File: src/sv/mss_pkg.sv
package mss_pkg;

    localparam int STACK_DEPTH_DEFAULT = 256;

    typedef enum logic [2:0] {
        OP_PUSH   = 3'd0,
        OP_POP    = 3'd1,
        OP_PEEK   = 3'd2,
        OP_CLEAR  = 3'd3,
        OP_LENGTH = 3'd4,
        OP_SEARCH = 3'd5,
        OP_REMOVE = 3'd6
    } t_opcode;

    typedef enum logic [1:0] {
        ST_OK    = 2'd0,
        ST_EMPTY = 2'd1,
        ST_FULL  = 2'd2
    } t_status;

    typedef enum logic {
        S_IDLE  = 1'b0,
        S_SWEEP = 1'b1
    } t_state;

    typedef struct packed {
        logic [5:0] from_sq;
        logic [5:0] to_sq;
    } t_move;

    typedef struct packed {
        logic [2:0] opcode;
        logic [5:0] move_from;
        logic [5:0] move_to;
    } t_req;

    typedef struct packed {
        logic [5:0] out_from;
        logic [5:0] out_to;
        logic       found;
        logic [8:0] entry_count;
        logic [1:0] status;
    } t_rsp;

    typedef struct packed {
        logic  push;
        logic  pop;
        logic  remove;
        t_move key;
    } t_cell_ctl;

    typedef struct packed {
        t_move top_entry;
        logic  last_tok;
        logic  last_seen;
    } t_chain_sts;

endpackage

File: src/sv/mss_cell.sv
module mss_cell #(
    parameter int DEPTH = mss_pkg::STACK_DEPTH_DEFAULT,
    parameter int IDX   = 0,
    parameter int CW    = $clog2(DEPTH + 1)
) (
    input  logic              i_clk,
    input  logic              i_rst_n,
    input  mss_pkg::t_cell_ctl i_ctl,
    input  logic [CW-1:0]     i_count,
    input  mss_pkg::t_move    i_above,
    input  mss_pkg::t_move    i_below,
    input  logic              i_tok,
    input  logic              i_seen,
    output mss_pkg::t_move    o_entry,
    output logic              o_tok,
    output logic              o_seen
);
    import mss_pkg::*;

    localparam logic [CW-1:0] IDX_C = CW'(IDX);

    t_move r_entry;
    logic  r_tok;
    logic  r_seen;
    logic  occupied;
    logic  hit;
    logic  seen;

    always_comb begin
        occupied = IDX_C < i_count;
        hit      = occupied && (r_entry == i_ctl.key);
        seen     = r_seen | hit;
    end

    always_ff @(posedge i_clk) begin
        if (!i_rst_n) begin
            r_tok  <= 1'b0;
            r_seen <= 1'b0;
        end else begin
            r_tok  <= i_tok;
            r_seen <= i_seen;
        end
    end

    // shift toward the bottom on push, toward the top on pop or when the wave removes
    always_ff @(posedge i_clk) begin
        if (i_ctl.push) begin
            r_entry <= i_above;
        end else if (i_ctl.pop) begin
            r_entry <= i_below;
        end else if (r_tok && i_ctl.remove && seen) begin
            r_entry <= i_below;
        end
    end

    assign o_entry = r_entry;
    assign o_tok   = r_tok;
    assign o_seen  = seen;

endmodule

File: config.mk
export PLATFORM = sky130hd
export DESIGN_NAME = mss_cell
export DESIGN_NICKNAME = d
export VERILOG_FILES = /design/src/sv/mss_pkg.sv /design/src/sv/mss_cell.sv
export SDC_FILE = /design/constraint.sdc
export NUM_CORES = 1
export LEC_CHECK = 0
export ABC_AREA = 1
export BUFFER_PORTS_ARGS = -buffer_cell sky130_fd_sc_hd__buf_4
export CORE_MARGIN = 5
export CORE_UTILIZATION = 35
export DETAILED_ROUTE_END_ITERATION = 7
export MAX_ROUTING_LAYER = met4
export PLACE_DENSITY_LB_ADDON = 0.25
export SYNTH_ARGS = -nofsm -noshare
export SYNTH_HDL_FRONTEND = slang
export SYNTH_SLANG_ARGS = --single-unit
File: constraint.sdc
create_clock -name i_clk -period 1.34 [get_ports i_clk]
set_input_delay 0.268 -clock i_clk [delete_from_list [all_inputs] [get_ports i_clk]]
set_output_delay 0.268 -clock i_clk [all_outputs]
set_load 0.05 [all_outputs]
---- Word level (Yosys, flattened, before mapping) ----
Cells that the tools add are included.
word-level totals
  bits in read-only memories .............. 0
  RAM bits ................................ 0
  bits in registers ....................... 14
  bits in latches ......................... 0
  memories ................................ 0
  output and inout port bits .............. 14
  input bits .............................. 52
  word-level logic and storage cells ...... 14
operators by class
  bitwise operators ....................... 1
  equal/unequal tests ..................... 1
  shift-type cells ........................ 0
  multiply operators ...................... 0
  order comparisons ....................... 1
  reductions and logical operators ........ 4
  add/subtract/negate cells ............... 0
  muxes and demuxes ....................... 3
  div/mod/pow operators ................... 0
operator list
  cell                number
  $mux 12             3
  $eq 12x12->1        1
  $lt 1x9->1 const A  1
  $logic_and 1x1->1   3
  $reduce_bool 3->1   1
  $or 1x1->1          1

---- Logic depth before layout (Yosys ltp) ----
Gate-level depths: netlist of the first run.
  depth in word-level cells ............... 7
  gate-level depth with buffers ........... 10
  gate-level depth less buffers ........... 10

---- Least setup slack after synthesis of the first run ----
OpenSTA, ideal clock, no wires.
  path type ............................... register -> register
  start ................................... register r_entry (netlist bit o_entry[9])
  end ..................................... register r_entry (netlist bit o_entry[0]) (enable)
  buffers on the path ..................... 0
  setup time .............................. 350 ps
  arrival time ............................ 1,693 ps
  slack ................................... -704 ps
  cell stages (with the launch flop) ...... 11
  clock period less this slack ............ 2,044 ps
  required time ........................... 990 ps
  cell sequence ........................... edfxtp_1 > inv_1 > nand2_1 > nand2_1 > nor2_1 > nand2_1 > nor2_1 > nand2_1 > nand2_2 > nand2_1 > nand2_1
between the ends
  cells in the longest elaborated chain, start to end .. 5
RTL lines
  what                         line            source
  start: declaration           mss_cell.sv:22  t_move r_entry;
  start signal: assignment     mss_cell.sv:48  r_entry <= i_above;
  start signal: assignment     mss_cell.sv:50  r_entry <= i_below;
  start signal: assignment     mss_cell.sv:52  r_entry <= i_below;
  $eq 12x12->1                 mss_cell.sv:31  hit = occupied && (r_entry == i_ctl.key);
  $logic_and 1x1->1            mss_cell.sv:31
  $or 1x1->1                   mss_cell.sv:32  seen = r_seen | hit;
  net o_seen                   mss_cell.sv:16  output logic o_seen
  $logic_and 1x1->1            mss_cell.sv:51  end else if (r_tok && i_ctl.remove && seen) begin
  $reduce_bool 3->1 (no line)  n/a
The timed path passes the listed nets, and every way through them passes these cells.
A chain may end at the register's enable or synchronous reset.

---- Worst setup path after layout of the first run ----
  start ................................... register r_entry (netlist bit o_entry[6])
  end ..................................... output o_seen
between the ends
  cells in the longest elaborated chain, start to end .. 3
RTL lines
  what               line
  $eq 12x12->1       mss_cell.sv:31
  $logic_and 1x1->1  mss_cell.sv:31
  $or 1x1->1         mss_cell.sv:32
  end: declaration   mss_cell.sv:16
Every way passes these cells.

==> metrics.md, run 1 <==
| Metric | Value |
|---|---|
| Final std cells w/o fill | `224` |
| DRT iter0 DRCs | `26` |
| P_leak | `0.884 nW` |
| Setup TNS | `-3850 ps` |
| Fin. Hold Viols | `0` |
| Clock network power share | `22.7%` |
| Yosys cell types | `9` |
| Worst slew margin | `67.0%` |
| Synthesized area per cell | `7.63 µm²` |
| DRC | `0` |
| Dpl cell area | `1460 µm²` |
| Fill count | `211` |
| CP arrival | `1480 ps` |
| Layout overhead on the synthesized area | `77.2%` |
| Worst setup margin | `-406 ps` |
| Seq pwr share | `41.4%` |
| Root buf cell | `clkbuf_4` |
| Final instance area | `1550 µm²` |
| RSZ-0062 raised after global routing | `true` |
| Power, Total | `1.31 mW` |
| Cells after synthesis | `115` |
| Hold WS | `163 ps` |
| Row count | `18` |
| Final period util | `130%` |
| Seq cells post-synth | `14` |
| Clock Sinks | `14` |
| Final setup fails | `13` |
| DRT Wirelength | `2420 µm` |
| Cell Int Power | `0.911 mW` |
| Worst-skew pair later-pin latency | `280 ps` |
| Switching share of total power | `30.4%` |
| # IOs | `66` |
| Max Clock Freq | `0.573 GHz` |
| Critical-path top delay cell | `edfxtp_1` |
| Setup CP Type | `reg2out` |
| Initial antenna violation count | `0` |
| Wire length per cell | `10.8 µm` |
| CP top delay family | `simple AND/OR/NAND/NOR gates` |
| CTS tree | `built` |
| Status | `finished with violations` |
| Core Area | `2430 µm²` |
| Routed vias/inst | `4.28` |
| Sequential area share after synthesis | `45.6%` |
| Placed Instances | `216` |
| Antenna Nets Post-Route | `0` |
| Yosys warning count | `0` |
| RD Place Congestion | `0.673` |
| Hold depth | `3` |
| Vias | `958` |
| P_sw | `0.398 mW` |
| DIE AREA | `3610 µm²` |
| Nature of the critical path endpoint | `primary output` |
| Post-route minimum period | `1750 ps` |
| Max Cap Viol | `0` |
| Worst EP required | `1070 ps` |
| H-tree Lvls | `1` |
| Vias in the first global route | `917` |
| Final #Nets | `247` |
| Grt ovf | `0` |
| Pwr per Cell Area | `842 nW/µm²` |
| Initial Utilization | `36.1%` |
| WP buf/inv | `1` |
| Clk slew on worst S/H paths | `80 ps` |
| WP depth | `8` |
| Slowest Stage Delay on Critical Path | `420 ps` |
| Port Buffers | `65` |
| Total Routing Usage GR | `13.3%` |
| Die height | `60.1 µm` |
| Post-placement setup slack | `-196 ps` |
| Fin Clk Skew | `0.565 ps` |
| Bufs on Longest Clock Path | `2` |
| Hold crit path type | `in2reg` |
| First-pass DRT Iterations | `4` |
| Pin count of the biggest net entering global routing | `14` |
| N_diodes | `0` |
| Worst slew pin tran | `493 ps` |
| Cell chain of the critical path | `nor2_1 > nor2_1 > nor2_1 > nand2_1 > nor2_1 > nand2_1 > nand2_4 > buf_8` |
| Fin util | `63.9%` |
| Max Slew Vio Count | `0` |
| Final HPWL DP | `2030 µm` |
| Die W | `60.1 µm` |
| Post-Syn Nets | `167` |
| Synthesized area | `877 µm²` |
| Worst r2r path cells | `10` |
| CP max FO | `3` |
| Startpoint Class | `register` |
| Num CTS Buffers | `3` |
| Gate power share | `35.9%` |
| First-pass GRT wire length | `3530 µm` |
| Most common cell on crit path | `nor2_1` |
| Maximum vdd drop | `0.734 mV` |
| Layout cells sized above 1 | `49.0%` |
| Violated checks | `setup timing` |
-- flip-flops by register name, indices dropped and copies added, names as in the netlist --
name     cells
o_entry     12
o_tok        1
r_seen       1
-- repair_timing --
item	4_1_cts	5_1_grt
gates resized for setup	3	1
pin swaps	6	6
endpoints found under the setup margin	13	13
cloned	0	1
hold buffers	0	0
setup buffers	0	3
hold endpoints to repair	0	0
-- cell usage after synthesis --
library cell	count	share of area, %
nand2_1	40	17
inv_1	26	11
nor2_1	20	8.6
edfxtp_1	12	41
mux2_2	12	15
dfxtp_1	2	4.6
buf_4	1	0.86
nand2_2	1	0.71
nand3_1	1	0.57
-- metal layers --
layer	part of all wire, %	track usage [%]	wire length [µm]
met1	33	13.1	800
met2	56	24.7	1350
met3	10	4.32	242
met4	1.1	3.80	27
met5	0	-	0
-- power by group through the flow --
stage / Clock (mW) / Combinational (mW) / Sequential (mW)
floorplan: 0 / 0.119 / 0.667
finish: 0.297 / 0.470 / 0.542
global route: 0.326 / 0.506 / 0.546
detailed placement: 0 / 0.454 / 0.552
global placement: 0 / 0.445 / 0.548
CTS: 0.305 / 0.461 / 0.542
-- area by class of cell --
type	count	area, µm²	area share, %
Timing Repair Buffer	75	571	36.7
Multi-Input combinational cell	75	412	26.5
Sequential cell	14	400	25.8
Inverter	26	97.6	6.28
Tap cell	30	37.5	2.42
Clock buffer	4	36.3	2.33
-- worst paths after layout --
kind               from    endpoint  slack (ps)
min               i_tok       o_tok         160
min reg2reg       o_tok  o_entry[1]         810
max reg2reg  o_entry[6]  o_entry[8]        -300
max          o_entry[6]      o_seen        -410
-- kinds of logic after synthesis --
logic type | synth area share [%]
buf+inv | 12.0
flops | 45.6
mux | 15.4
simple gates | 27.0
-- cells in the final DEF, fill, tap and decap left out, drive strengths merged --
| cell | instances |
|---|---|
| buf | 75 |
| nand2 | 42 |
| inv | 26 |
| nor2 | 20 |
| mux2 | 12 |
| edfxtp | 12 |
| clkbuf | 4 |
| dfxtp | 2 |
| nand3 | 1 |
-- tightest hold or removal path, stage by stage --
cell and delay [ps]:
buf_4 80, nand2_1 40, inv_1 40
Power figures use the tool's default switching activity.
==> run 2, diff against run 1 <==
MAX_ROUTING_LAYER = unset   (was met4)
==> metrics.md, run 2 (synthesis results as in run 1) <==
| Metric | Value |
|---|---|
| Status | `finished with violations` |
| Violated checks | `setup timing` |
| CP max FO | `3` |
| Die W | `60.1 µm` |
| Final period util | `130%` |
| Worst slew margin | `67.0%` |
| Max Clock Freq | `0.573 GHz` |
| Max Slew Vio Count | `0` |
| CP arrival | `1480 ps` |
| Hold_buf cts | `0` |
| Fin Clk Skew | `0.565 ps` |
| N_diodes | `0` |
| Final instance area | `1550 µm²` |
| Layout cells sized above 1 | `49.0%` |
| H-tree Lvls | `1` |
| Final #Nets | `247` |
| Clock Sinks | `14` |
| Total Routing Usage GR | `12.9%` |
| CP top delay family | `simple AND/OR/NAND/NOR gates` |
| Most common cell on crit path | `nor2_1` |
| Pin count of the biggest net entering global routing | `14` |
| Fin. Hold Viols | `0` |
| RSZ-0062 raised after global routing | `true` |
| Vias in the first global route | `922` |
| Pwr per Cell Area | `842 nW/µm²` |
| # IOs | `66` |
| Worst-skew pair later-pin latency | `280 ps` |
| WP buf/inv | `1` |
| Layout overhead on the synthesized area | `77.2%` |
| Grt ovf | `0` |
| Final HPWL DP | `2030 µm` |
| DRT iter0 DRCs | `26` |
| First-pass DRT Iterations | `4` |
| Startpoint Class | `register` |
| Post-route minimum period | `1750 ps` |
| Clock network power share | `22.7%` |
| Switching share of total power | `30.4%` |
| Maximum vdd drop | `0.734 mV` |
| Worst setup margin | `-406 ps` |
| Gate power share | `35.9%` |
| Worst Hold End | `o_tok` |
| Max Cap Viol | `0` |
| Setup crit start | `o_entry[6]` |
| Wire length per cell | `10.8 µm` |
| RD Place Congestion | `0.666` |
| R2r setup slk | `-300 ps` |
| Routed vias/inst | `4.28` |
| Vias | `958` |
| DRT Wirelength | `2420 µm` |
| Hold depth | `3` |
| Worst R2R Start | `o_entry[6]` |
| DIE AREA | `3610 µm²` |
| Commonest non-fill, non-tap cells in the layout | `buf_4, nand2_1, inv_1` |
| Root buf cell | `clkbuf_4` |
| Final setup fails | `13` |
| P_leak | `0.884 nW` |
| Row count | `18` |
| Clk slew on worst S/H paths | `80 ps` |
| Hold crit path type | `in2reg` |
| Num CTS Buffers | `3` |
| Die height | `60.1 µm` |
| Worst slew pin tran | `493 ps` |
| Worst EP required | `1070 ps` |
| Seq pwr share | `41.4%` |
| Initial antenna violation count | `0` |
| Bufs on Longest Clock Path | `2` |
| Nature of the critical path endpoint | `primary output` |
| Core Area | `2430 µm²` |
| Critical-path top delay cell | `edfxtp_1` |
| Max FFs per register | `12` |
| P_sw | `0.398 mW` |
| Min-Delay Startpoint | `i_tok` |
| Power, Total | `1.31 mW` |
| Commonest non-fill, non-tap cell in the layout | `buf_4` |
| First-pass GRT wire length | `3510 µm` |
| Port Buffers | `65` |
| Dpl cell area | `1460 µm²` |
| Setup TNS | `-3850 ps` |
| Worst r2r path cells | `10` |
| Initial Utilization | `36.1%` |
| Hold WS | `163 ps` |
| Fin util | `63.9%` |
| Fill count | `211` |
| DRC | `0` |
| Antenna Nets Post-Route | `0` |
| Slowest Stage Delay on Critical Path | `420 ps` |
| Cell chain of the critical path | `nor2_1 > nor2_1 > nor2_1 > nand2_1 > nor2_1 > nand2_1 > nand2_4 > buf_8` |
| CTS tree | `built` |
| Setup CP Type | `reg2out` |
| Critical R2R Capture | `o_entry[8]` |
| Cell Int Power | `0.911 mW` |
==> run 2: cell counts in the layout (fill, tap and decap cells not counted) <==
No cell type changed its count.
==> run 2: power by group through the flow <==
stage | Clock [mW] | Sequential, mW | Combinational (mW)
global route | 0.326 | 0.546 | 0.506
finish | 0.297 | 0.542 | 0.470
detailed placement | 0 | 0.552 | 0.454
floorplan | 0 | 0.667 | 0.119
global placement | 0 | 0.548 | 0.445
CTS | 0.305 | 0.542 | 0.461
==> run 2: routing by layer <==
layer,track usage (%),wire (µm)
met4,4.43,27
met3,4.10,241
met5,0,0
met2,24.4,1350
met1,12.9,797
==> run 2: final cells by class <==
cell class                      count  area [µm²]  share of cell area [%]
Multi-Input combinational cell     75         412                    26.5
Sequential cell                    14         400                    25.8
Clock buffer                        4        36.3                    2.33
Tap cell                           30        37.5                    2.42
Timing Repair Buffer               75         571                    36.7
Inverter                           26        97.6                    6.28
==> run 2: worst max path at each step <==
stage / slack, ps / to / cells past startpoint
floorplan: -480 / o_entry[0] / 10
global placement: -160 / o_entry[11] / 9
detailed placement: -200 / o_entry[8] / 9
CTS: -410 / o_seen / 8
global route: -500 / o_seen / 8
finish: -410 / o_seen / 8
==> run 2: timing repair <==
item | 4_1_cts | 5_1_grt
pin swaps | 6 | 6
endpoints found under the setup margin | 13 | 13
buffers inserted | 0 | 3
gates resized for setup | 3 | 1
cloned | 0 | 1
==> run 2: worst reg2reg max path: stages, from the launching register on <==
cell and delay [ps]:
edfxtp_1 420, nor2_1 130, nor2_1 50, nor2_1 110, nand2_1 70, nor2_1 100
nand2_1 90, nand2_4 70, buf_4 110, nand2_4 70, nand2_4 120
==> run 2: metrics by stage <==
step	setup WS (ps)	instances
after floorplan	-476	115
after global placement	-164	216
after detailed placement	-196	216
after CTS	-408	220
after global routing	-499	224
final	-406	224
==> run 3, diff against run 2 <==
PLACE_DENSITY_LB_ADDON = 0.3   (was 0.25)
==> metrics.md, run 3 (synthesis results as in run 1) <==
| Metric | Value |
|---|---|
| CP max FO | `3` |
| Worst slew pin tran | `647 ps` |
| # IOs | `66` |
| Antenna Nets Post-Route | `0` |
| Core Area | `2430 µm²` |
| Worst R2R Start | `o_entry[8]` |
| P_leak | `0.898 nW` |
| Root buf cell | `clkbuf_4` |
| Dpl cell area | `1470 µm²` |
| Pwr per Cell Area | `831 nW/µm²` |
| DRC | `0` |
| Setup crit start | `o_entry[8]` |
| WP buf/inv | `1` |
| Layout overhead on the synthesized area | `86.2%` |
| DRT Wirelength | `2600 µm` |
| Vias | `967` |
| Worst EP required | `1070 ps` |
| Bufs on Longest Clock Path | `2` |
| Final HPWL DP | `2040 µm` |
| Worst-skew pair later-pin latency | `280 ps` |
| Fin. Hold Viols | `0` |
| Violated checks | `setup timing` |
| R2r setup slk | `-350 ps` |
| Critical-path top delay cell | `edfxtp_1` |
| Setup CP Type | `reg2out` |
| Wire length per cell | `11.6 µm` |
| Row count | `18` |
| Max Clock Freq | `0.577 GHz` |
| RD Place Congestion | `0.649` |
| Routed vias/inst | `4.30` |
| Setup TNS | `-4530 ps` |
| CTS tree | `built` |
| Hold WS | `171 ps` |
| N_diodes | `0` |
| Final instance area | `1630 µm²` |
| Max Cap Viol | `0` |
| H-tree Lvls | `1` |
| Clock Sinks | `14` |
| Initial antenna violation count | `0` |
| Final std cells w/o fill | `225` |
| Die height | `60.1 µm` |
| Critical R2R Capture | `o_entry[2]` |
| CP endpoint | `o_seen` |
| Vias in the first global route | `994` |
| Die W | `60.1 µm` |
| Max Slew Vio Count | `0` |
| Fill count | `187` |
| Maximum vdd drop | `0.525 mV` |
| Port Buffers | `65` |
| First-pass DRT Iterations | `4` |
| CP top delay family | `simple AND/OR/NAND/NOR gates` |
| First-pass GRT wire length | `4030 µm` |
| Fin Clk Skew | `2.22 ps` |
| Commonest non-fill, non-tap cell in the layout | `buf_4` |
| Layout cells sized above 1 | `50.3%` |
| DRT iter0 DRCs | `55` |
| Fin util | `67.1%` |
| Initial Utilization | `36.1%` |
| Hold_buf cts | `0` |
| Startpoint Class | `register` |
| Max FFs per register | `12` |
| WP depth | `8` |
| Post-route minimum period | `1730 ps` |
| Slowest Stage Delay on Critical Path | `420 ps` |
| Final setup fails | `13` |
| Final #Nets | `248` |
| Post-placement setup slack | `-202 ps` |
| DIE AREA | `3610 µm²` |
| Multi-input gate area | `434 µm²` |
| Grt ovf | `0` |
| Hold crit path type | `in2reg` |
| Final period util | `129%` |
| CP arrival | `1460 ps` |
| Num CTS Buffers | `3` |
| RSZ-0062 raised after global routing | `true` |
| Worst r2r path cells | `11` |
| Cell chain of the critical path | `nor2_1 > nor2_1 > nor2_1 > nand2_1 > nor2_2 > nand2_2 > nand2_4 > buf_8` |
| Nature of the critical path endpoint | `primary output` |
| Worst setup margin | `-393 ps` |
| Storage element area | `400 µm²` |
| Worst slew margin | `56.7%` |
| Most common cell on crit path | `nor2_1` |
| Power, Total | `1.36 mW` |
| Clk slew on worst S/H paths | `90 ps` |
| Total Routing Usage GR | `14.8%` |
| Status | `finished with violations` |
| Placed Instances | `217` |
| Commonest non-fill, non-tap cells in the layout | `buf_4, nand2_1, inv_1` |
| Pin count of the biggest net entering global routing | `14` |
==> run 3: changes by cell type in the layout (fill, tap and decap cells not counted), sizes merged <==
cell  before  now
buf       75   76
==> run 3: what timing repair did <==
item	CTS	global route
cloned	1	0
buffers inserted	3	5
endpoints found under the setup margin	13	20
pin swaps	10	4
resized for setup	5	16
==> run 3: power breakdown <==
| part | switching [mW] | internal [mW] | leakage, nW | total (mW) |
|---|---|---|---|---|
| Sequential | 0.0255 | 0.516 | 0.139 | 0.542 |
| Clock | 0.138 | 0.165 | 0.0210 | 0.303 |
| Combinational | 0.257 | 0.256 | 0.738 | 0.512 |
==> run 3: layout make-up <==
type | count | area share (%)
flip-flops and latches | 14 | 24.5
clock buffers | 4 | 2.22
multi-input cells | 75 | 26.6
well taps | 30 | 2.30
repair buffers | 76 | 38.4
inverters | 26 | 5.98
==> run 3: worst min-delay path by stage <==
stage	startpoint	endpoint	slack, ps	depth (start not counted)
floorplan	i_tok	o_tok	360	2
global placement	i_tok	o_tok	450	3
detailed placement	i_tok	o_tok	460	3
CTS	i_tok	o_tok	170	3
global route	i_tok	o_tok	160	3
finish	i_tok	o_tok	170	3
==> run 3: per-layer routing <==
layer / up-vias / track usage, % / routed length [µm]
li1: 505 / - / -
met1: 429 / 15.4 / 920
met2: 31 / 28.5 / 1460
met3: 2 / 2.38 / 198
met4: 0 / 6.65 / 27
met5: - / 0 / 0
==> run 3: worst min-delay path, cell delays in order <==
cell     delay, ps
buf_4           80
nand2_1         40
inv_1           40
