[config.mk]
export PLATFORM = sky130hd
export DESIGN_NAME = mss_ctrl
export DESIGN_NICKNAME = d
export VERILOG_FILES = /design/src/sv/mss_pkg.sv /design/src/sv/mss_ctrl.sv
export SDC_FILE = /design/constraint.sdc
export NUM_CORES = 1
export LEC_CHECK = 0
export BUFFER_PORTS_ARGS = -buffer_cell sky130_fd_sc_hd__buf_2
export CAP_MARGIN = 10
export CORE_ASPECT_RATIO = 2
export CORE_MARGIN = 4
export CORE_UTILIZATION = 54
export CTS_BUF_LIST = sky130_fd_sc_hd__clkbuf_4 sky130_fd_sc_hd__clkbuf_8 sky130_fd_sc_hd__clkbuf_16
export DETAILED_ROUTE_END_ITERATION = 16
export GPL_TIMING_DRIVEN = 0
export PLACE_DENSITY = 0.95
export SLEW_MARGIN = 20
export SYNTH_ARGS = -nofsm -noshare
export SYNTH_HDL_FRONTEND = slang
export SYNTH_SLANG_ARGS = --single-unit
[constraint.sdc]
create_clock -name i_clk -period 3.8 [get_ports i_clk]
set_clock_uncertainty 0.2 [all_clocks]
set_input_delay 0.38 -clock i_clk [delete_from_list [all_inputs] [get_ports i_clk]]
set_output_delay 0.38 -clock i_clk [all_outputs]
set_load 0.03 [all_outputs]
[src/sv/mss_pkg.sv]
package mss_pkg;

    localparam int STACK_DEPTH_DEFAULT = 256;

    typedef enum logic [2:0] {
        OP_PUSH   = 3'd0,
        OP_POP    = 3'd1,
        OP_PEEK   = 3'd2,
        OP_CLEAR  = 3'd3,
        OP_LENGTH = 3'd4,
        OP_SEARCH = 3'd5,
        OP_REMOVE = 3'd6
    } t_opcode;

    typedef enum logic [1:0] {
        ST_OK    = 2'd0,
        ST_EMPTY = 2'd1,
        ST_FULL  = 2'd2
    } t_status;

    typedef enum logic {
        S_IDLE  = 1'b0,
        S_SWEEP = 1'b1
    } t_state;

    typedef struct packed {
        logic [5:0] from_sq;
        logic [5:0] to_sq;
    } t_move;

    typedef struct packed {
        logic [2:0] opcode;
        logic [5:0] move_from;
        logic [5:0] move_to;
    } t_req;

    typedef struct packed {
        logic [5:0] out_from;
        logic [5:0] out_to;
        logic       found;
        logic [8:0] entry_count;
        logic [1:0] status;
    } t_rsp;

    typedef struct packed {
        logic  push;
        logic  pop;
        logic  remove;
        t_move key;
    } t_cell_ctl;

    typedef struct packed {
        t_move top_entry;
        logic  last_tok;
        logic  last_seen;
    } t_chain_sts;

endpackage

[src/sv/mss_ctrl.sv]
module mss_ctrl #(
    parameter int DEPTH = mss_pkg::STACK_DEPTH_DEFAULT,
    parameter int CW    = $clog2(DEPTH + 1)
) (
    input  logic               i_clk,
    input  logic               i_rst_n,
    input  logic               start,
    output logic               busy,
    input  mss_pkg::t_req      i_req,
    input  mss_pkg::t_chain_sts i_sts,
    output mss_pkg::t_cell_ctl o_ctl,
    output logic [CW-1:0]      o_count,
    output logic               o_wave,
    output logic               o_valid,
    output mss_pkg::t_rsp      o_rsp
);
    import mss_pkg::*;

    localparam logic [CW-1:0] FULL_C = CW'(DEPTH);

    t_state        r_state, n_state;
    logic [CW-1:0] r_count, n_count;
    t_move         r_key, n_key;
    logic          r_remove, n_remove;
    logic          r_valid, n_valid;
    t_rsp          r_rsp, n_rsp;
    logic          accept;
    t_move         req_key;
    logic [CW+8:0] cnt_ext;

    always_ff @(posedge i_clk) begin
        if (!i_rst_n) begin
            r_state <= S_IDLE;
            r_count <= '0;
            r_valid <= 1'b0;
        end else begin
            r_state <= n_state;
            r_count <= n_count;
            r_valid <= n_valid;
        end
    end

    always_ff @(posedge i_clk) begin
        r_key    <= n_key;
        r_remove <= n_remove;
        r_rsp    <= n_rsp;
    end

    always_comb begin
        accept          = start && (r_state == S_IDLE);
        req_key.from_sq = i_req.move_from;
        req_key.to_sq   = i_req.move_to;
        n_state         = r_state;
        n_count         = r_count;
        n_key           = r_key;
        n_remove        = r_remove;
        n_valid         = 1'b0;
        n_rsp           = '0;
        n_rsp.status    = ST_OK;
        o_wave          = 1'b0;
        o_ctl.push      = 1'b0;
        o_ctl.pop       = 1'b0;
        o_ctl.remove    = r_remove;
        o_ctl.key       = (r_state == S_SWEEP) ? r_key : req_key;

        case (r_state)
            S_IDLE: begin
                if (accept) begin
                    n_valid = 1'b1;
                    case (i_req.opcode)
                        OP_PUSH: begin
                            if (r_count == FULL_C) begin
                                n_rsp.status = ST_FULL;
                            end else begin
                                o_ctl.push = 1'b1;
                                n_count    = r_count + CW'(1);
                            end
                        end
                        OP_POP, OP_PEEK: begin
                            if (r_count == '0) begin
                                n_rsp.status = ST_EMPTY;
                            end else begin
                                n_rsp.out_from = i_sts.top_entry.from_sq;
                                n_rsp.out_to   = i_sts.top_entry.to_sq;
                                if (i_req.opcode == OP_POP) begin
                                    o_ctl.pop = 1'b1;
                                    n_count   = r_count - CW'(1);
                                end
                            end
                        end
                        OP_CLEAR: begin
                            n_count = '0;
                        end
                        OP_SEARCH, OP_REMOVE: begin
                            n_valid  = 1'b0;
                            o_wave   = 1'b1;
                            n_key    = req_key;
                            n_remove = (i_req.opcode == OP_REMOVE);
                            n_state  = S_SWEEP;
                        end
                        default: begin
                        end
                    endcase
                end
            end
            S_SWEEP: begin
                if (i_sts.last_tok) begin
                    n_valid     = 1'b1;
                    n_rsp.found = i_sts.last_seen;
                    if (r_remove && i_sts.last_seen) begin
                        n_count = r_count - CW'(1);
                    end
                    n_state = S_IDLE;
                end
            end
            default: begin
                n_state = S_IDLE;
            end
        endcase

        cnt_ext           = {9'd0, n_count};
        n_rsp.entry_count = cnt_ext[8:0];
    end

    assign busy    = (r_state == S_SWEEP);
    assign o_count = r_count;
    assign o_valid = r_valid;
    assign o_rsp   = r_rsp;

    a_count_bound: assert property (@(posedge i_clk) disable iff (!i_rst_n)
        r_count <= FULL_C)
        else $error("entry count beyond depth");

    a_no_result_in_sweep: assert property (@(posedge i_clk) disable iff (!i_rst_n)
        (r_state == S_SWEEP) |-> !r_valid)
        else $error("result strobe during sweep");

    a_tok_only_in_sweep: assert property (@(posedge i_clk) disable iff (!i_rst_n)
        i_sts.last_tok |-> (r_state == S_SWEEP))
        else $error("wave outside sweep");

    a_push_grows: assert property (@(posedge i_clk) disable iff (!i_rst_n)
        (accept && (i_req.opcode == OP_PUSH) && (r_count != FULL_C))
        |=> (r_count == $past(r_count) + CW'(1)) && r_valid)
        else $error("push did not grow stack");

    a_short_op_result: assert property (@(posedge i_clk) disable iff (!i_rst_n)
        (accept && (i_req.opcode != OP_SEARCH) && (i_req.opcode != OP_REMOVE))
        |=> r_valid && (r_state == S_IDLE))
        else $error("missing one cycle result");

endmodule
* Word level (Yosys, flattened, before mapping)
Cells that the tools add are included.
** Operators by class
- Bitwise logic cells :: 3
- Muxes and demuxes :: 28
- Reductions and logical operators :: 10
- Add/subtract/negate cells :: 2
- Equality and inequality tests :: 6
** Operator list (count)
- two-way mux 9 bit :: 6
- case mux 9 bit (3 select lines) :: 1
- case mux 9 bit (2 select lines) :: 1
- two-way mux 1 bit :: 13
- two-way mux 12 bit :: 1
- adder 9 x 1 -> 9 bit, second input constant :: 1
- equality test 9 bit, second input constant :: 1
- zero test 9 bit :: 1
- subtractor 9 x 1 -> 9 bit, second input constant :: 1
- equality test 3 x 2 -> 1 bit, second input constant :: 2
- equality test 3 bit, second input constant :: 2
- two-way mux 2 bit :: 3
- OR reduction 2 bit :: 3
- case mux 1 bit (2 select lines) :: 2
- case mux 2 bit (2 select lines) :: 1
- OR reduction 4 bit :: 1
- equality test 3 x 1 -> 1 bit, second input constant :: 1
- zero test 3 bit :: 1
- NOT 1 bit :: 3
- AND reduction 3 bit :: 1
- logical AND 1 bit :: 2
- AND reduction 2 bit :: 1
** Storage, ports and cells
- Output and inout port bits :: 51
- Flip-flop bits (word level) :: 48

* Depth between registers and ports, before layout
Gate-level depths: netlist of run 1.
- Depth in word-level cells :: 6
- Depth in mapped cells :: 9
- Mapped depth without buffers :: 8

* Least setup slack after synthesis of run 1
No wires, ideal clock.
- Path type :: register -> register
- Start point :: register r_count[0] (netlist: o_count[0])
- End point :: register r_rsp, in the netlist o_rsp[8]
- Required time :: 3462 ps
- Period minus slack after synthesis :: 2551 ps
- Cell stages (with the launch flop) :: 9
- Slack :: 1249 ps
- Arrival :: 2213 ps
- Buffers on the path :: 1
- Cell sequence :: dfxtp_1 inv_1 ha_1 or4b_1 buf_2 o211ai_4 inv_4 a221oi_2 a22oi_1
** Between the ends
- Cells in the longest elaborated chain, start to end :: 6
** Ends and longest elaborated chain
- from (decl) :: line mss_ctrl.sv:22 : logic [CW-1:0] r_count, n_count;
- from (signal assigned) :: line mss_ctrl.sv:38 : r_count <= n_count;
- subtractor 9 x 1 -> 9 bit :: line mss_ctrl.sv:87, mss_ctrl.sv:111
- two-way mux 9 bit :: line mss_ctrl.sv:85 : if (i_req.opcode == OP_POP) begin
- two-way mux 9 bit :: line mss_ctrl.sv:80 : if (r_count == '0) begin
- case mux 9 bit (3 select lines) :: line mss_ctrl.sv:70 : case (i_req.opcode)
- two-way mux 9 bit :: line mss_ctrl.sv:68 : if (accept) begin
- case mux 9 bit (2 select lines) * :: line mss_ctrl.sv:66 : case (r_state)
- net n_count[6] :: line mss_ctrl.sv:22
- to (signal assigned) :: line mss_ctrl.sv:46 : r_rsp <= n_rsp;
- to (decl) :: line mss_ctrl.sv:26 : t_rsp r_rsp, n_rsp;
Mark *: on every way through the listed nets, which the timed path passes. The rest lies on a longest branch.
A chain may end at the register's enable or synchronous reset.

==> flow_summary_export.csv, run 1 <==
group,metric,value,unit
route,drtPass1Iterations,4,
pwr,power_frac_comb,22.2,%
grt,grt-ovfl-total,0,
pwr,power.density,372.0,mW/mm2
floorplan,placementRows,34,
timing,timing.hold.ws,57.94,ps
grt,grt_start_max_net_pins,16,
clocking,clkLatencyLatePin,300,ps
cells_and_area,antennaDiodeCount,0,
timing,timing.final.ws_setup,859.5,ps
route,drt_iter0_drc,106,
pwr,p_int,0.7669,mW
outcome,status,"complete, no violations",
timing,finalCritPeriodShare,77.38,%
worst_setup_path,rrSetupSlack,1110,ps
timing,rsz0062_at_grt,"false",
worst_setup_path,cp_slowest_cell,"or4b_1",
synth,yosysSeqAreaShare,45.56,%
route,vias_per_cell,5.979,
floorplan,dieArea,0.005629,mm2
clocking,holdBufCountCts,0,
synth,syn_nets,272,
clocking,postCtsSetupRepairBufs,0,
route,ant_nets,0,
place,post-place-ws,1180,ps
grt,antenna_found_initial,0,
cells_and_area,layout_commonest_cell,"buf_2",
pwr,irDropWorstVdd,359.7,uV
timing,finalSetupViolCount,0,
synth,yosys_most_used_dff,"dfxtp_1",
route,num_vias,2278,
cells_and_area,area_growth,23.56,%
floorplan,start_util,55.19,%
cells_and_area,nNetsFinal,360,
worst_setup_path,crit_type,"register to output pin",
clocking,cts_resized,0,
worst_setup_path,crit_top_cell,"buf_2",
clocking,cts_sinks,48,
clocking,cts_root_buf,"clkbuf_8",
pwr,swShare,30.32,%
timing,fmax,0.3401,GHz
route,avgRoutedWirePerCell,16.55,um
synth,async_flop_share,0,%
worst_setup_path,crit_fanout,9,
worst_setup_path,cp-end-kind,"output pin",
pwr,p_clk_share,27.1,%
cells_and_area,drive_gt1_share,38.84,%
timing,relSlewSlack,40.64,%
place,dp_cells,373,
cells_and_area,final_cells,381,
floorplan,io_pins,83,
worst_setup_path,worstSetupStartpointType,"register",
pwr,seq_power_share,50.7,%
timing,worst_pin_slew,883.6,ps
synth,synth_edf_count,13,
synth,yosys-top-cells-area,"dfxtp_1 (29%), edfxtp_1 (16%), mux2_2 (6.1%)",
clocking,clk_pin_slew_worst_paths,90,ps
grt,grt_pass1_wl,10.34,mm
synth,synth_top_area_cell,"dfxtp_1",
synth,syn_area,0.002395,mm2
timing,final_max_slew_viol_count,0,
timing,hold_viol,0,
route,wl,6.305,mm
worst_setup_path,crit_chain,"inv_1 -> ha_1 -> or4b_1 -> buf_2 -> o211ai_4 -> inv_4 -> buf_2",
worst_setup_path,worstPathRequired,3220,ps
cells_and_area,final_util,68.19,%
place,hpwl,4.926,mm
synth,syn_inst,238,
timing,setup_tns,0,ps
clocking,htree_levels,2,
floorplan,die_h,102.2,um
synth,synth_top_area_share,29.26,%
clocking,cts_buffers,5,
pwr,leakagePower,1.326,nW
place,io_buffers,81,
clocking,cts_tree,"built",
cells_and_area,layout_common_cells,"buf_2 (88), dfxtp_1 (35), and2_1 (16)",
flow_run,cap_violations,0,
hold_path,hold_path.class,"input pin to register",
pwr,switching_power,0.3337,mW
clocking,cts_max_path_buffers,2,
worst_setup_path,cpPeakStageDelay,450,ps
place,gp_congestion,0.9729,
grt,grt_pass1_vias,2217,
floorplan,core_area,0.004339,mm2
synth,yosys_warnings,0,
timing,fin_crit,2940,ps
worst_setup_path,critPathArrivalTime,2360,ps
floorplan,die_x,55.09,um
synth,synth-seq-cells,48,
route,drc_errors,0,
synth,syn_area_per_cell,10.06,um2
grt,grt.total_usage,25.24,%
synth,synth_cell_types,53,
## cells in the mapped netlist, types with 3 or more instances
library cell	number
xnor2_1	6
nor4_1	3
a221oi_2	4
nand3_1	11
a21oi_1	11
nor3b_1	3
o211ai_1	3
a211oi_1	4
xor2_1	4
o21ai_0	7
nor2_1	15
nor3_1	7
and3_1	9
and2_1	16
nand2_1	11
mux2_2	13
edfxtp_1	13
clkbuf_1	7
inv_1	6
dfxtp_1	35
buf_2	7
## path summary, 6_finish.rpt
kind,start,endpoint,depth (start not counted)
worst max-delay path,o_count[0],o_ctl[13],7
worst min-delay path,i_req[0],r_key[0],1
worst max register to register,o_count[0],o_rsp[7],8
worst min register to register,o_count[7],o_rsp[0],2
## sequential cells by signal (all words and copies together), names as in the netlist
register / cells
busy: 1
o_count: 9
r_remove: 1
o_rsp: 24
o_valid: 1
r_key: 12
## stage by stage
stage	area, um2	power, mW
2_1_floorplan	2395	0.7379
3_3_place_gp	2868	0.8043
3_5_place_dp	2868	0.8108
4_1_cts	2957	1.106
5_1_grt	2959	1.155
6_report	2959	1.101
## metal layers
metal / GRT usage (%) / vias up / routed length (um)
met5: 0 / - / 0
met4: 13.30 / 0 / 354
met3: 4.818 / 36 / 426
met2: 46.44 / 138 / 3524
met1: 24.84 / 1056 / 1999
li1: - / 1048 / -
## critical path, delay by kind of cell (launching register included)
family,cells,cell delay (ps)
simple gates,1,450
compound gates,1,340
flops,1,400
buf+inv,4,600
fa+ha+maj,1,270
## power by group through the flow
stage	Clock [mW]	Combinational (mW)	Sequential, mW
finish	0.298	0.245	0.558
global route	0.330	0.263	0.561
CTS	0.306	0.242	0.558
detailed placement	0	0.241	0.570
global placement	0	0.236	0.569
floorplan	0	0.136	0.602
## final cells by class
class                      instances  area, um2
multi-input combinational        167       1205
clock inverter                     2      12.51
tap                               54      67.56
clock buffer                       6      76.32
fill                             358       1380
sequential                        48       1091
buffer                            16      72.57
timing repair buffer              81      405.4
inverter                           7      28.78
## cell families after synthesis
family	share of synthesized area, %
AND/OR/NAND/NOR	23.98
adder cells (fa/ha/maj)	1.045
flip-flops	45.56
AO/OA/AOI/OAI	15.41
XOR/XNOR	3.657
multiplexers	6.113
buffers and inverters	4.232
Note: power is estimated with default switching activity, not from simulation.
==> inputs of run 2 (changes only) <==
CORE_UTILIZATION = 45   (was 54)
PLACE_DENSITY = 0.88   (was 0.95)
clock period = 2.7 ns   (was 3.8 ns; I/O delays follow)
==> run 2 against run 1 <==
- die area rose by 18%
- total power rose by 46%
- setup slack worse by 740 ps
- sequential cell count stayed put
- sequential power grew 41%
- design area rose by 9.9%
- count of clock-buffer cells in the layout stayed put
- critical path type unchanged
- critical path depth unchanged
- cell count is 7.9% higher
- hold slack worse by 23 ps
==> flow_summary_export.csv, run 2 (synthesis gave the netlist of run 1 again) <==
group,metric,value,unit
floorplan,die_x,59.59,um
grt,grt_pass1_vias,2395,
pwr,power.density,494.8,mW/mm2
grt,grt_pass1_wl,11.46,mm
pwr,irDropWorstVdd,474.7,uV
worst_setup_path,r2r_end,"o_rsp[7]",
clocking,cts_max_path_buffers,2,
place,post-place-ws,30.90,ps
cells_and_area,drive_gt1_share,38.53,%
worst_setup_path,rrSetupSlack,240,ps
route,avgRoutedWirePerCell,17.69,um
worst_setup_path,cp-end-kind,"output pin",
timing,final_max_slew_viol_count,0,
grt,grt_start_max_net_pins,16,
pwr,p_int,1.110,mW
clocking,cts_buffers,5,
route,drt_iter0_drc,68,
cells_and_area,largest_register_ffs,24,
floorplan,start_util,46.60,%
hold_path,hold_path.class,"input pin to register",
timing,finalSetupViolCount,0,
worst_setup_path,crit_fanout,9,
cells_and_area,nNetsFinal,386,
pwr,swShare,31.01,%
clocking,clk_pin_slew_worst_paths,90,ps
worst_setup_path,crit_type,"register to output pin",
floorplan,core_area,0.005139,mm2
route,ant_nets,0,
worst_setup_path,critPathArrivalTime,2110,ps
clocking,htree_levels,2,
worst_setup_path,crit_path_start,"o_count[0]",
cells_and_area,layout_commonest_cell,"buf_2",
timing,fin_crit,2584,ps
grt,grt.total_usage,22.97,%
timing,setup_tns,0,ps
cells_and_area,antennaDiodeCount,0,
worst_setup_path,worstPathRequired,2230,ps
timing,worst_pin_slew,1122,ps
worst_setup_path,worst_r2r_path_depth,9,
pwr,switching_power,0.4990,mW
route,drtPass1Iterations,4,
timing,timing.final.ws_setup,116.2,ps
clocking,cts_tree,"built",
worst_setup_path,worstSetupStartpointType,"register",
place,gp_congestion,0.9822,
timing,relSlewSlack,24.95,%
route,drc_errors,0,
floorplan,io_pins,83,
worst_setup_path,critical_path.endpoint,"o_ctl[13]",
cells_and_area,layout_common_cells,"buf_2 (89), dfxtp_1 (33), dlygate4sd3_1 (24)",
timing,fmax,0.3870,GHz
timing,rsz0062_at_grt,"false",
outcome,status,"complete, no violations",
pwr,power_frac_comb,23.9,%
grt,grt-ovfl-total,0,
cells_and_area,area_growth,35.84,%
route,vias_per_cell,5.676,
flow_run,cap_violations,0,
timing,finalCritPeriodShare,95.69,%
floorplan,placementRows,37,
worst_setup_path,r2r_start,"o_count[0]",
clocking,cts_sinks,48,
timing,hold_viol,0,
place,io_buffers,81,
pwr,p_clk_share,27.2,%
floorplan,die_h,111.2,um
pwr,seq_power_share,48.9,%
pwr,power,1.610,mW
grt,antenna_found_initial,0,
floorplan,dieArea,0.006624,mm2
route,num_vias,2333,
place,hpwl,5.070,mm
pwr,leakagePower,1.457,nW
route,wl,7.272,mm
clocking,clkLatencyLatePin,320,ps
clocking,cts_root_buf,"clkbuf_8",
[run 2: worst min-delay path by stage]
stage                   from   endpoint  slack (ps)  cells past startpoint
floorplan           i_req[0]   r_key[0]         170                      0
global placement    i_req[4]   r_key[4]         260                      1
detailed placement  i_req[1]   r_key[1]         270                      1
CTS                 i_sts[0]  o_rsp[11]          30                      2
global route        i_sts[0]  o_rsp[11]          40                      2
finish              i_sts[0]  o_rsp[11]          40                      2
[run 2: per-stage QoR]
stage | instance area, um2 | util [%] | instances | hold slack [ps]
after global placement | 2873 | 55.90 | 377 | 260.1
after detailed placement | 2873 | 55.90 | 377 | 265.3
final | 3253 | 63.31 | 411 | 35.25
after CTS | 3222 | 62.70 | 411 | 33.99
after floorplan | 2395 | - | 238 | 168.9
after global routing | 3253 | 63.31 | 411 | 38.66
[run 2: power groups by stage]
stage	logic, mW	clock network, mW	registers (mW)
after floorplan	0.192	0	0.847
after global placement	0.333	0	0.801
after detailed placement	0.340	0	0.802
after CTS	0.371	0.441	0.785
after global routing	0.412	0.478	0.792
final	0.384	0.438	0.788
[run 2: area by class of cell]
| class | count | area [um2] |
|---|---|---|
| multi-input cells | 167 | 1234 |
| inverters | 7 | 28.78 |
| fillers | 410 | 1886 |
| clock buffers | 6 | 76.32 |
| well taps | 58 | 72.57 |
| repair buffers | 107 | 660.6 |
| flip-flops and latches | 48 | 1094 |
| clock inverters | 2 | 12.51 |
| plain buffers | 16 | 75.07 |
[run 2: critical path, cell delays in order, from the launching register on]
cell,delay [ps]
dfxtp_2,380
inv_2,100
ha_4,170
or4b_1,430
buf_2,190
o211ai_4,240
inv_4,100
buf_2,190
[run 2: layer usage]
metal	part of all wire (%)	track usage, %	vias to the layer above
li1	-	-	1099
met1	32	21.39	1070
met2	55	41.56	120
met3	5.4	4.196	44
met4	7.5	16.12	0
met5	0	0	-
[run 2: what timing repair did]
item                                    4_1_cts  5_1_grt
cloned                                        0        0
pin swaps                                     1        0
buffers inserted                              2        0
hold buffers                                 24        0
resized for setup                             3        7
endpoints found under the hold margin        24        0
endpoints found under the setup margin       13        6
==> inputs of run 3 (changes only) <==
ABC_CLOCK_PERIOD_IN_PS = 2700   (was unset)
CORE_UTILIZATION = 40   (was 45)
PLACE_DENSITY = 0.81   (was 0.88)
==> run 3 against run 2 <==
- die area rose by 11%
- total power grew 16%
- sequential share of layout area is 0.80 points lower
- routed wire length grew 2.2%
- largest cell class unchanged
- global-route usage decreased by 1.9 points
==> flow_summary_export.csv, run 3 (synthesis gave the netlist of run 1 again) <==
group,metric,value,unit
outcome,status,"complete, no violations",
clocking,cts_tree,"built",
timing,finalSetupViolCount,0,
floorplan,placementRows,39,
place,io_buffers,81,
route,num_vias,2385,
cells_and_area,largest_register_ffs,24,
grt,grt_start_max_net_pins,16,
grt,grt_pass1_vias,2420,
worst_setup_path,crit_buf_inv,4,
grt,grt-ovfl-total,0,
pwr,p_clk_share,37.1,%
cells_and_area,area_growth,39.13,%
clocking,htree_levels,2,
worst_setup_path,worstSetupStartpointType,"register",
place,gp_congestion,0.9742,
cells_and_area,layout_commonest_cell,"buf_2",
timing,hold_viol,0,
worst_setup_path,crit_top_cell,"buf_2",
timing,setup_tns,0,ps
worst_setup_path,crit_chain,"inv_1 -> ha_2 -> or4b_1 -> buf_2 -> o211ai_4 -> inv_4 -> buf_2",
floorplan,io_pins,83,
route,vias_per_cell,5.761,
worst_setup_path,worstPathRequired,2230,ps
floorplan,start_util,41.59,%
timing,relSlewSlack,41.99,%
cells_and_area,final_util,57.87,%
worst_setup_path,cp_top_family,"buffers and inverters",
cells_and_area,layout_common_cells,"buf_2 (89), dfxtp_1 (33), dlygate4sd3_1 (23)",
floorplan,core_area,0.005758,mm2
grt,antenna_found_initial,0,
clocking,clk_pin_slew_worst_paths,60,ps
timing,worst_pin_slew,863.5,ps
floorplan,dieArea,0.007364,mm2
cells_and_area,drive_gt1_share,38.81,%
worst_setup_path,worst_r2r_path_depth,10,
place,hpwl,5.210,mm
route,drt_iter0_drc,130,
clocking,clkLatencyLatePin,290,ps
cells_and_area,nNetsFinal,386,
route,ant_nets,0,
cells_and_area,antennaDiodeCount,0,
floorplan,die_h,117.4,um
floorplan,die_x,62.71,um
pwr,switching_power,0.5206,mW
worst_setup_path,path_depth,7,
cells_and_area,fillers,520,
clocking,cts_max_path_buffers,2,
pwr,p_int,1.343,mW
worst_setup_path,crit_fanout,9,
route,drtPass1Iterations,4,
pwr,swShare,27.94,%
worst_setup_path,cpPeakStageDelay,430,ps
worst_setup_path,critPathArrivalTime,2150,ps
pwr,power_frac_comb,20.5,%
route,drc_errors,0,
hold_path,hold_path_depth,2,
timing,fmax,0.3813,GHz
worst_setup_path,cp_slowest_cell,"or4b_1",
pwr,irDropWorstVdd,469.4,uV
timing,finalCritPeriodShare,97.13,%
route,avgRoutedWirePerCell,17.96,um
pwr,seq_power_share,42.3,%
clocking,cts_root_buf,"clkbuf_16",
route,wl,7.434,mm
timing,fin_crit,2622,ps
grt,grt.total_usage,21.03,%
pwr,power,1.863,mW
flow_run,cap_violations,0,
timing,final_max_slew_viol_count,0,
worst_setup_path,crit_type,"register to output pin",
clocking,cts_buffers,5,
timing,rsz0062_at_grt,"false",
grt,grt_pass1_wl,12.21,mm
worst_setup_path,cp-end-kind,"output pin",
pwr,power.density,559.3,mW/mm2
clocking,cts_sinks,48,
hold_path,hold_path.class,"input pin to register",
pwr,leakagePower,1.496,nW
==> run 3: worst reg2reg max path, cell delays in order, from the launching register on <==
cell	delay (ps)
dfxtp_2	370
inv_1	100
ha_2	250
or4b_1	430
buf_2	190
o211ai_4	220
buf_4	170
buf_4	130
a21oi_1	50
o21ai_2	190
a22oi_1	100
==> run 3: power groups by stage <==
stage	registers (mW)	clock network, mW	logic, mW
2_1_floorplan	0.847	0	0.192
3_3_place_gp	0.801	0	0.337
3_5_place_dp	0.803	0	0.343
4_1_cts	0.787	0.705	0.372
5_1_grt	0.791	0.729	0.412
6_report	0.789	0.692	0.383
==> run 3: cell type report <==
type | count | area [um2] | area share, %
inverter | 7 | 28.78 | 0.8637
buffer | 16 | 75.07 | 2.253
sequential | 48 | 1094 | 32.82
tap | 61 | 76.32 | 2.291
clock inverter | 1 | 8.758 | 0.2629
clock buffer | 7 | 163.9 | 4.919
multi-input combinational | 167 | 1227 | 36.84
timing repair buffer | 107 | 658.1 | 19.75
==> run 3: timing repair <==
item / in CTS / in global routing
pin swaps: 1 / 0
hold buffers: 23 / 0
cloned: 0 / 0
endpoints found under the hold margin: 23 / 0
resized for setup: 2 / 7
setup buffers: 3 / 0
setup endpoints to repair: 7 / 23
==> run 3: per-layer routing <==
metal / routed length (um) / GRT usage, % / vias up
li1: - / - / 1103
met1: 2446 / 20.47 / 1137
met2: 4231 / 40.07 / 114
met3: 389 / 4.015 / 31
met4: 366 / 11.48 / 0
met5: 0 / 0 / -
==> run 3: final timing paths <==
check	from	to	slack, ps
hold reg to reg	o_count[1]	o_rsp[3]	490
hold / removal	i_sts[6]	o_rsp[16]	7
setup / recovery	o_count[0]	o_ctl[13]	80
setup reg to reg	o_count[0]	o_rsp[7]	140
==> run 3: through the flow <==
step	hold slack [ps]	cells	setup WS [ps]	area, um2
finish	6.813	414	77.52	3332
global route	22.67	414	0.8478	3332
CTS	2.004	414	5.574	3308
detailed placement	262.3	380	-39.72	2877
global placement	260.2	380	23.06	2877
floorplan	168.9	238	149.2	2395
